[config.mk]
export PLATFORM = sky130hd
export DESIGN_NAME = lsil_locate
export DESIGN_NICKNAME = d
export VERILOG_FILES = /design/src/hw/rtl/line_start_index_locator_assert.svh /design/src/hw/rtl/lsil_pkg.sv /design/src/hw/rtl/lsil_locate.sv
export SDC_FILE = /design/constraint.sdc
export NUM_CORES = 1
export LEC_CHECK = 0
export ABC_CLOCK_PERIOD_IN_PS = 9300
export BUFFER_PORTS_ARGS = -buffer_cell sky130_fd_sc_hd__buf_4
export CORE_MARGIN = 5
export CORE_UTILIZATION = 40
export CTS_CLUSTER_DIAMETER = 80
export CTS_CLUSTER_SIZE = 30
export DETAILED_ROUTE_END_ITERATION = 8
export GPL_ROUTABILITY_DRIVEN = 0
export PLACE_DENSITY_LB_ADDON = 0.3
export SLEW_MARGIN = 25
export SYNTH_ARGS = -nofsm -noshare
export SYNTH_HDL_FRONTEND = slang
export SYNTH_SLANG_ARGS = --single-unit
[constraint.sdc]
create_clock -name clk_i -period 9.3 [get_ports clk_i]
set_input_delay 0.465 -clock clk_i [delete_from_list [all_inputs] [get_ports clk_i]]
set_output_delay 0.465 -clock clk_i [all_outputs]
set_load 0.01 [all_outputs]
[src/hw/rtl/line_start_index_locator_assert.svh]
// Assertion macros for the line start index locator.
// Each macro checks on the rising edge of clk_i and is off while rst_ni is low.
`ifndef LINE_START_INDEX_LOCATOR_ASSERT_SVH
`define LINE_START_INDEX_LOCATOR_ASSERT_SVH

// Same-cycle implication.
`define LSIL_ASSERT_IMPL(label, ante, cons, msg) \
  label: assert property (@(posedge clk_i) disable iff (!rst_ni) (ante) |-> (cons)) \
    else $error(msg);

// Next-cycle implication.
`define LSIL_ASSERT_NEXT(label, ante, cons, msg) \
  label: assert property (@(posedge clk_i) disable iff (!rst_ni) (ante) |=> (cons)) \
    else $error(msg);

`endif

[src/hw/rtl/lsil_pkg.sv]
// ----------------------------------------------------------------------------
// lsil_pkg
// Shared types and constants of the line start index locator.
// ----------------------------------------------------------------------------
`timescale 1ns / 1ps

package lsil_pkg;

  localparam int unsigned FIELD_W        = 32;
  localparam int unsigned LINE_W         = 13;
  localparam int unsigned OP_W           = 2;
  localparam int unsigned BYTE_W         = 8;
  localparam int unsigned MAX_LINES_DEF  = 4096;
  localparam int unsigned OFFSET_BITS_DEF = 32;

  localparam logic [OP_W-1:0]   OP_START  = 2'd0;
  localparam logic [OP_W-1:0]   OP_APPEND = 2'd1;
  localparam logic [OP_W-1:0]   OP_LOCATE = 2'd2;

  localparam logic [BYTE_W-1:0] NEWLINE_BYTE = 8'd10;

  typedef struct packed {
    logic               present;
    logic [FIELD_W-1:0] offset;
    logic [FIELD_W-1:0] length;
    logic [LINE_W-1:0]  line;
    logic [FIELD_W-1:0] column;
  } result_t;

endpackage

[src/hw/rtl/lsil_locate.sv]
// ----------------------------------------------------------------------------
// lsil_locate
// Locate sequencer: clamp, binary search over the line table, column math.
// ----------------------------------------------------------------------------
`timescale 1ns / 1ps

module lsil_locate #(
  parameter int unsigned MAX_LINES   = lsil_pkg::MAX_LINES_DEF,
  parameter int unsigned OFFSET_BITS = lsil_pkg::OFFSET_BITS_DEF,
  localparam int unsigned IW         = (MAX_LINES > 1) ? $clog2(MAX_LINES) : 1,
  localparam int unsigned CW         = $clog2(MAX_LINES + 1)
) (
  input  logic                           clk_i,
  input  logic                           rst_ni,
  input  logic                           start_i,
  input  logic                           loaded_i,
  input  logic [lsil_pkg::FIELD_W-1:0]   off_i,
  input  logic [lsil_pkg::FIELD_W-1:0]   len_i,
  input  logic [OFFSET_BITS-1:0]         size_i,
  input  logic [CW-1:0]                  count_i,
  output logic                           rd_en_o,
  output logic [IW-1:0]                  rd_addr_o,
  input  logic [OFFSET_BITS-1:0]         rd_data_i,
  output logic                           busy_o,
  output logic                           res_valid_o,
  output lsil_pkg::result_t              res_o
);
  import lsil_pkg::*;

  localparam logic [1:0] ST_IDLE   = 2'd0;
  localparam logic [1:0] ST_CLAMP  = 2'd1;
  localparam logic [1:0] ST_SEARCH = 2'd2;
  localparam logic [1:0] ST_FINISH = 2'd3;

  logic [1:0]             state_q, state_d;
  logic                   inflight_q, inflight_d;
  logic                   valid_q, valid_d;
  logic [OFFSET_BITS-1:0] safe_q, safe_d;
  logic [FIELD_W-1:0]     len_q, len_d;
  logic [CW-1:0]          lo_q, lo_d, hi_q, hi_d, mid_q, mid_d;
  logic [OFFSET_BITS-1:0] base_q, base_d;
  result_t                res_q, res_d;

  logic [OFFSET_BITS-1:0] rem;
  logic                   le;
  logic [CW-1:0]          lo_n, hi_n, span_n;
  logic [FIELD_W:0]       col_ext;
  logic [CW+LINE_W-1:0]   lo_ext;

  assign rem     = size_i - safe_q;
  assign le      = rd_data_i <= safe_q;
  assign span_n  = hi_n - lo_n;
  assign col_ext = {1'b0, FIELD_W'(safe_q)} - (FIELD_W + 1)'(base_q) + (FIELD_W + 1)'(1);
  assign lo_ext  = (CW + LINE_W)'(lo_q);

  always_comb begin
    lo_n = lo_q;
    hi_n = hi_q;
    if (inflight_q) begin
      if (le) begin
        lo_n = mid_q + CW'(1);
      end else begin
        hi_n = mid_q;
      end
    end
  end

  always_comb begin
    state_d    = state_q;
    inflight_d = inflight_q;
    valid_d    = 1'b0;
    safe_d     = safe_q;
    len_d      = len_q;
    lo_d       = lo_q;
    hi_d       = hi_q;
    mid_d      = mid_q;
    base_d     = base_q;
    res_d      = res_q;
    rd_en_o    = 1'b0;
    rd_addr_o  = mid_q[IW-1:0];
    unique case (state_q)
      ST_IDLE: begin
        if (start_i) begin
          if (loaded_i) begin
            safe_d     = (off_i < FIELD_W'(size_i)) ? off_i[OFFSET_BITS-1:0] : size_i;
            len_d      = len_i;
            lo_d       = '0;
            hi_d       = count_i;
            inflight_d = 1'b0;
            state_d    = ST_CLAMP;
          end else begin
            res_d.present = 1'b0;
            res_d.offset  = off_i;
            res_d.length  = len_i;
            res_d.line    = '0;
            res_d.column  = '0;
            valid_d       = 1'b1;
          end
        end
      end
      ST_CLAMP: begin
        if (len_q > FIELD_W'(rem)) begin
          len_d = FIELD_W'(rem);
        end
        state_d = ST_SEARCH;
      end
      ST_SEARCH: begin
        if (inflight_q && le) begin
          base_d = rd_data_i;
        end
        lo_d = lo_n;
        hi_d = hi_n;
        if (lo_n < hi_n) begin
          mid_d      = lo_n + (span_n >> 1);
          rd_en_o    = 1'b1;
          rd_addr_o  = mid_d[IW-1:0];
          inflight_d = 1'b1;
        end else begin
          inflight_d = 1'b0;
          state_d    = ST_FINISH;
        end
      end
      ST_FINISH: begin
        res_d.present = 1'b1;
        res_d.offset  = FIELD_W'(safe_q);
        res_d.length  = len_q;
        res_d.line    = lo_ext[LINE_W-1:0];
        res_d.column  = col_ext[FIELD_W] ? '1 : col_ext[FIELD_W-1:0];
        valid_d       = 1'b1;
        state_d       = ST_IDLE;
      end
      default: begin
        state_d = ST_IDLE;
      end
    endcase
  end

  always_ff @(posedge clk_i or negedge rst_ni) begin
    if (!rst_ni) begin
      state_q    <= ST_IDLE;
      inflight_q <= 1'b0;
      valid_q    <= 1'b0;
    end else begin
      state_q    <= state_d;
      inflight_q <= inflight_d;
      valid_q    <= valid_d;
    end
  end

  always_ff @(posedge clk_i) begin
    safe_q <= safe_d;
    len_q  <= len_d;
    lo_q   <= lo_d;
    hi_q   <= hi_d;
    mid_q  <= mid_d;
    base_q <= base_d;
    res_q  <= res_d;
  end

  assign busy_o      = state_q != ST_IDLE;
  assign res_valid_o = valid_q;
  assign res_o       = res_q;

endmodule

* Word-level counts from Yosys, hierarchy flattened *
Index checks and enable logic that the tools add are counted.

cells by class
  add/subtract/negate cells = 6
  magnitude comparators = 4
  equal/unequal tests = 8
  multiplexer cells = 33
  reduce and logical (&&, ||, !) cells = 13

operators with widths
  operator                                                         number
  110-bit 2-to-1 mux                                               2
  110-bit case mux with 2 select lines                             1
  32-bit 2-to-1 mux                                                5
  13-bit 2-to-1 mux                                                8
  32-bit case mux with 2 select lines                              1
  13-bit case mux with 2 select lines                              2
  33-bit by 1-bit adder with 33-bit output, second input constant  1
  32-bit by 32-bit subtractor with 33-bit output                   1
  32-bit greater-than comparator                                   1
  32-bit less-or-equal comparator                                  1
  32-bit less-than comparator                                      1
  32-bit subtractor                                                1
  12-bit 2-to-1 mux                                                2
  13-bit by 1-bit adder with 13-bit output, second input constant  1
  13-bit by 12-bit adder with 13-bit output                        1
  13-bit less-than comparator                                      1
  13-bit subtractor                                                1
  3-bit AND reduction                                              4
  2-bit inequality test, second input constant                     5
  2-bit case mux with 4 select lines                               1
  2-bit nonzero test                                               4
  1-bit 2-to-1 mux                                                 6
  2-bit 2-to-1 mux                                                 3
  2-bit == test, second input constant                             2
  6 further kinds                                                  8

storage, ports and cells
  bits in registers = 249
  input bits = 145

* Longest topological paths before layout *
  depth in word-level cells = 7
  depth in mapped cells = 28

* Least setup slack after synthesis *
Ideal clock, no wire load.

  path kind = register to register
  from = register state_q[0]
  to = register res_q, in the netlist res_o[0], enable pin
  setup time = 0.731 ns
  arrival = 8.937 ns
  data required time = 8.569 ns
  setup slack = -0.368 ns
  cell stages (with the launch flop) = 6
  path through = dfrtp_1 ha_1 clkbuf_1 clkbuf_1 inv_1 o21ai_0

between the ends
  word-level cells in the longest chain between the ends = 3

ends and longest elaborated chain
  item                                                                   line                text
  start, declared                                                        lsil_locate.sv:35   logic [1:0] state_q, state_d;
  start signal, assigned                                                 lsil_locate.sv:144  state_q <= state_d;
  2-bit == test or 2-bit zero test (tied branches)                       lsil_locate.sv:81   unique case (state_q)
  2-bit nonzero test (no line) or 2-bit inequality test (tied branches)  n/a
  3-bit AND reduction (no line) (*)                                      n/a
  end signal, assigned                                                   lsil_locate.sv:157  res_q <= res_d;
  end, declared                                                          lsil_locate.sv:42   result_t res_q, res_d;

Mark *: on every way between the ends. The rest lies on a longest branch, timed or not.
A chain may end at the register's enable or synchronous reset.

* Final worst setup path *
  from = register safe_q[1]
  to = output rd_addr_o[10]

between the ends
  word-level cells in the longest chain between the ends = 7

ends and longest elaborated chain
  item                                       line                text
  start, declared                            lsil_locate.sv:38   logic [OFFSET_BITS-1:0] safe_q, safe_d;
  start signal, assigned                     lsil_locate.sv:151  safe_q <= safe_d;
  32-bit less-or-equal comparator (*)        lsil_locate.sv:51   assign le = rd_data_i <= safe_q;
  13-bit 2-to-1 mux (*)                      lsil_locate.sv:60   if (le) begin
  13-bit 2-to-1 mux (*)                      lsil_locate.sv:59   if (inflight_q) begin
  via lo_n[0]                                lsil_locate.sv:46   logic [CW-1:0] lo_n, hi_n, span_n;
  13-bit subtractor                          lsil_locate.sv:52   assign span_n = hi_n - lo_n;
  13-bit by 12-bit adder with 13-bit output  lsil_locate.sv:114  mid_d = lo_n + (span_n >> 1);
  12-bit 2-to-1 mux (*)                      lsil_locate.sv:113  if (lo_n < hi_n) begin
  12-bit 2-to-1 mux (*)                      lsil_locate.sv:81
  end, declared                              lsil_locate.sv:22   output logic [IW-1:0] rd_addr_o,

The timed path passes the listed nets; every way through them passes the cells marked *.

==> implementation parameters <==
Parameter                              Value

Placement
  DP Wirelength    37.9 mm
  Cell Count Post-Placement    2469
  Count of port buffers added during placement    269
  Placed Instance Area    20300 um2

STA
  Max_slew headroom    32.1%
  RSZ-0062 raised after global routing    no
  Setup clock skew after layout    0.0249 ns
  Worst slew pin tran    1.02 ns
  Setup TNS after final layout    0 ns
  Number of endpoints failing setup at the final stage    0
  Final min period    7.41 ns
  Top achievable clock speed    135 MHz
  Count of endpoints failing hold in the final timing report    0
  Total count of max-transition violations in the final report    0
  Final worst path period share    79.7%

Clock tree
  Clock sinks    249
  Insertion delay to the later sink of the worst-skew pair    0.54 ns
  H-tree level count    1
  Count of instances resized after the clock tree is built    0
  Clock edge transition at the registers on the reported setup and hold paths    0.10 ns
  Maximum buffer depth of the clock tree    3
  Cell at the root of the clock tree    clkbuf_16
  Total clock buffers created by CTS    21
  Clock tree from TritonCTS    built

Critical path
  Setup crit start kind    flop
  Arrival @ worst endpoint    6.95 ns
  Buf+Inv Stages, Crit Path    4
  Kind of critical path    reg -> out
  Maximum net fanout on the critical path    24
  Launch instance of the worst register-to-register path    safe_q[1]$_DFFE_PP_
  Crit path max-delay family    compound AO/OA/AOI/OAI gates
  Critical path origin    safe_q[1]$_DFFE_PP_
  Kind of capture point of the worst setup path    output port
  Required time worst endpoint    8.84 ns
  Highest cell delay on the worst timing path    0.57 ns
  Slowest stage cell, crit path    o211ai_1

Final layout
  NumNets Final    2276
  Storage cell area    7460 um2
  Multi-input logic area    9230 um2
  Share of the core filled with cells in the final layout    48.8%
  Filler cell count in the final layout    3948
  Ratio of cells with drive above 1 in the final layout    23.3%
  Fin cells    2509
  Relative area change from synthesis to final layout    20.5%
  Layout Cell Area excl Fill    21000 um2

Yosys
  Number of flops mapped to enable cells by yosys    245
  Post-synthesis register bit count    249
  Most frequent cell after synthesis    edfxtp_1
  Dominant cells by area after synthesis    edfxtp_1 (42%), ha_1 (16%), mux2_2 (5.2%), inv_1 (3.9%), a21oi_1 (3.1%)
  Number of distinct standard cells referenced by the synthesized netlist    81
  Number of warnings reported in the yosys synthesis log    0
  Most instantiated cells after synthesis    edfxtp_1 (245), ha_1 (219), inv_1 (180)
  Ys async rst share    1.61%
  Share of the synthesized area in the top cell type    42.2%
  Register area share after synthesis    42.7%
  Most used DFF post-synth    edfxtp_1
  Post-synth net total    2004
  Avg Inst Size Synth    10.7 um2
  Leading area contributor after synthesis    edfxtp_1
  Post-synthesis cell count    1636
  Synthesized cell area    17400 um2

Pwr
  Total leakage power    9.23 nW
  Worst IR drop on VDD    0.368 mV
  Switching fraction of total power    42.3%
  Pint    3.98 mW
  Portion of total power attributed to combinational logic    56.4%
  Net switching power    2.91 mW
  Fraction of power consumed by the clock network    13.8%
  Part of the power in registers    29.9%
  Total power divided by cell area    328 nW/um2

GRT
  Number of antenna violations at the first check in global routing    4
  Vias in the first global route    13100
  Global-route congestion overflow total    0
  GRT Total Usage    19.2%
  Global-route wire length before repair    72.4 mm
  Maximum number of pins on one net before global-route repair    72

Floorplanning
  Std cell rows    76
  Total core area    43100 um2
  Die outline width    219 um
  Die Area    47900 um2
  Starting utilization of the core area    40.5%
  I/O pin cnt    270
  Vert. Die Dim    219 um

Routing
  Routed via count    13200
  Wirelength, routed    47.9 mm
  Via count normalized by instance count    5.27
  Antenna-violating nets left    0
  Post-DR wirelength/cell    19.1 um
  Number of detailed-route iterations in the first pass    5
  Starting DRT DRC Count    906
  Drt drc    0

Min path
  Start point of the worst hold path    rd_data_i[0]
  Type of the tightest min-delay check    in -> reg

Flow run
  Max_cap viols    0

Status
  Status    finished clean
power by group through the flow:
| stage | combinational, mW | sequential [mW] | clock, mW |
|---|---|---|---|
| 3_3_place_gp | 3.73 | 2.08 | 0 |
| 4_1_cts | 3.87 | 2.06 | 0.973 |
| 6_report | 3.88 | 2.06 | 0.947 |
| 2_1_floorplan | 2.55 | 2.14 | 0 |
| 5_1_grt | 4.27 | 2.09 | 1.01 |
| 3_5_place_dp | 3.84 | 2.08 | 0 |
final cells by class:
| cell class | count | share of cell area, % |
|---|---|---|
| clock buffer | 22 | 2.52 |
| clock inverter | 15 | 0.869 |
| timing repair buffer | 283 | 10.5 |
| antenna | 2 | 0.0238 |
| tap | 585 | 3.48 |
| sequential | 249 | 35.5 |
| inverter | 182 | 3.27 |
| multi-input combinational | 1171 | 43.9 |
metal layers:
metal / vias to the layer above / part of all wire (%) / global-route usage, %
li1: 6475 / - / -
met1: 6300 / 45 / 26.7
met2: 397 / 46 / 31.6
met3: 56 / 6.7 / 3.10
met4: 4 / 2.4 / 4.46
met5: - / 0.058 / 0
layout by cell type (no fill, tap or decap), drive strengths merged, types with 3 or more instances in the layout:
cell,instances
o31ai,3
buf,282
nand2,79
nand4,27
a221oi,3
o21a,50
o21bai,10
inv,190
nand2b,24
and3,6
edfxtp,245
a21o,52
nor3,18
nor2b,26
fa,4
clkbuf,22
or2,9
o21ai,86
nor2,125
a21boi,6
o2111ai,3
dfrtp,4
o311ai,4
mux2,94
and2,20
o211ai,7
clkinv,6
xnor2,48
ha,219
a31oi,9
nor4,4
o221ai,3
mux2i,34
a211oi,6
a21oi,109
a31o,3
xor2,30
nand3,27
worst paths after layout:
check / end / slack, ns / cells past startpoint
max: rd_addr_o[10] / 1.89 / 27
min: base_q[0]$_DFFE_PP_ / 0.11 / 1
max reg2reg: mid_q[12]$_DFFE_PP_ / 2.89 / 26
min reg2reg: res_o[60]$_DFFE_PP_ / 0.57 / 2
max in group asynchronous: state_q[1]$_DFFE_PN0P_ / 8.89 / 2
min in group asynchronous: res_valid_o$_DFF_PN0_ / 0.27 / 2
logic make-up after synthesis:
family	share of synthesized area, %
buffers and inverters	4.80
flip-flops	42.7
AO/OA/AOI/OAI	13.6
multiplexers	8.30
AND/OR/NAND/NOR	10.4
adder cells (fa/ha/maj)	16.2
XOR/XNOR	3.96
state kept, by name, indices dropped and copies added (netlist names):
signal	cells
safe_q	32
state_q	2
inflight_q	1
res_valid_o	1
len_q	32
base_q	32
hi_q	13
mid_q	13
res_o	110
lo_q	13
per-stage QoR:
step           hold slack [ns]  setup WS (ns)  power [mW]
2_1_floorplan            0.169           2.60        4.68
3_3_place_gp             0.277           2.47        5.81
3_5_place_dp             0.278           2.36        5.93
4_1_cts                 0.0897           1.88        6.91
5_1_grt                 0.0898           1.28        7.38
6_report                 0.110           1.89        6.89
what timing repair did:
| item | in CTS | in global routing |
|---|---|---|
| hold buffers | 1 | 0 |
| hold endpoints to repair | 4 | 0 |
| setup buffers | 0 | 0 |
No activity file was read; power rests on OpenSTA's default activity.
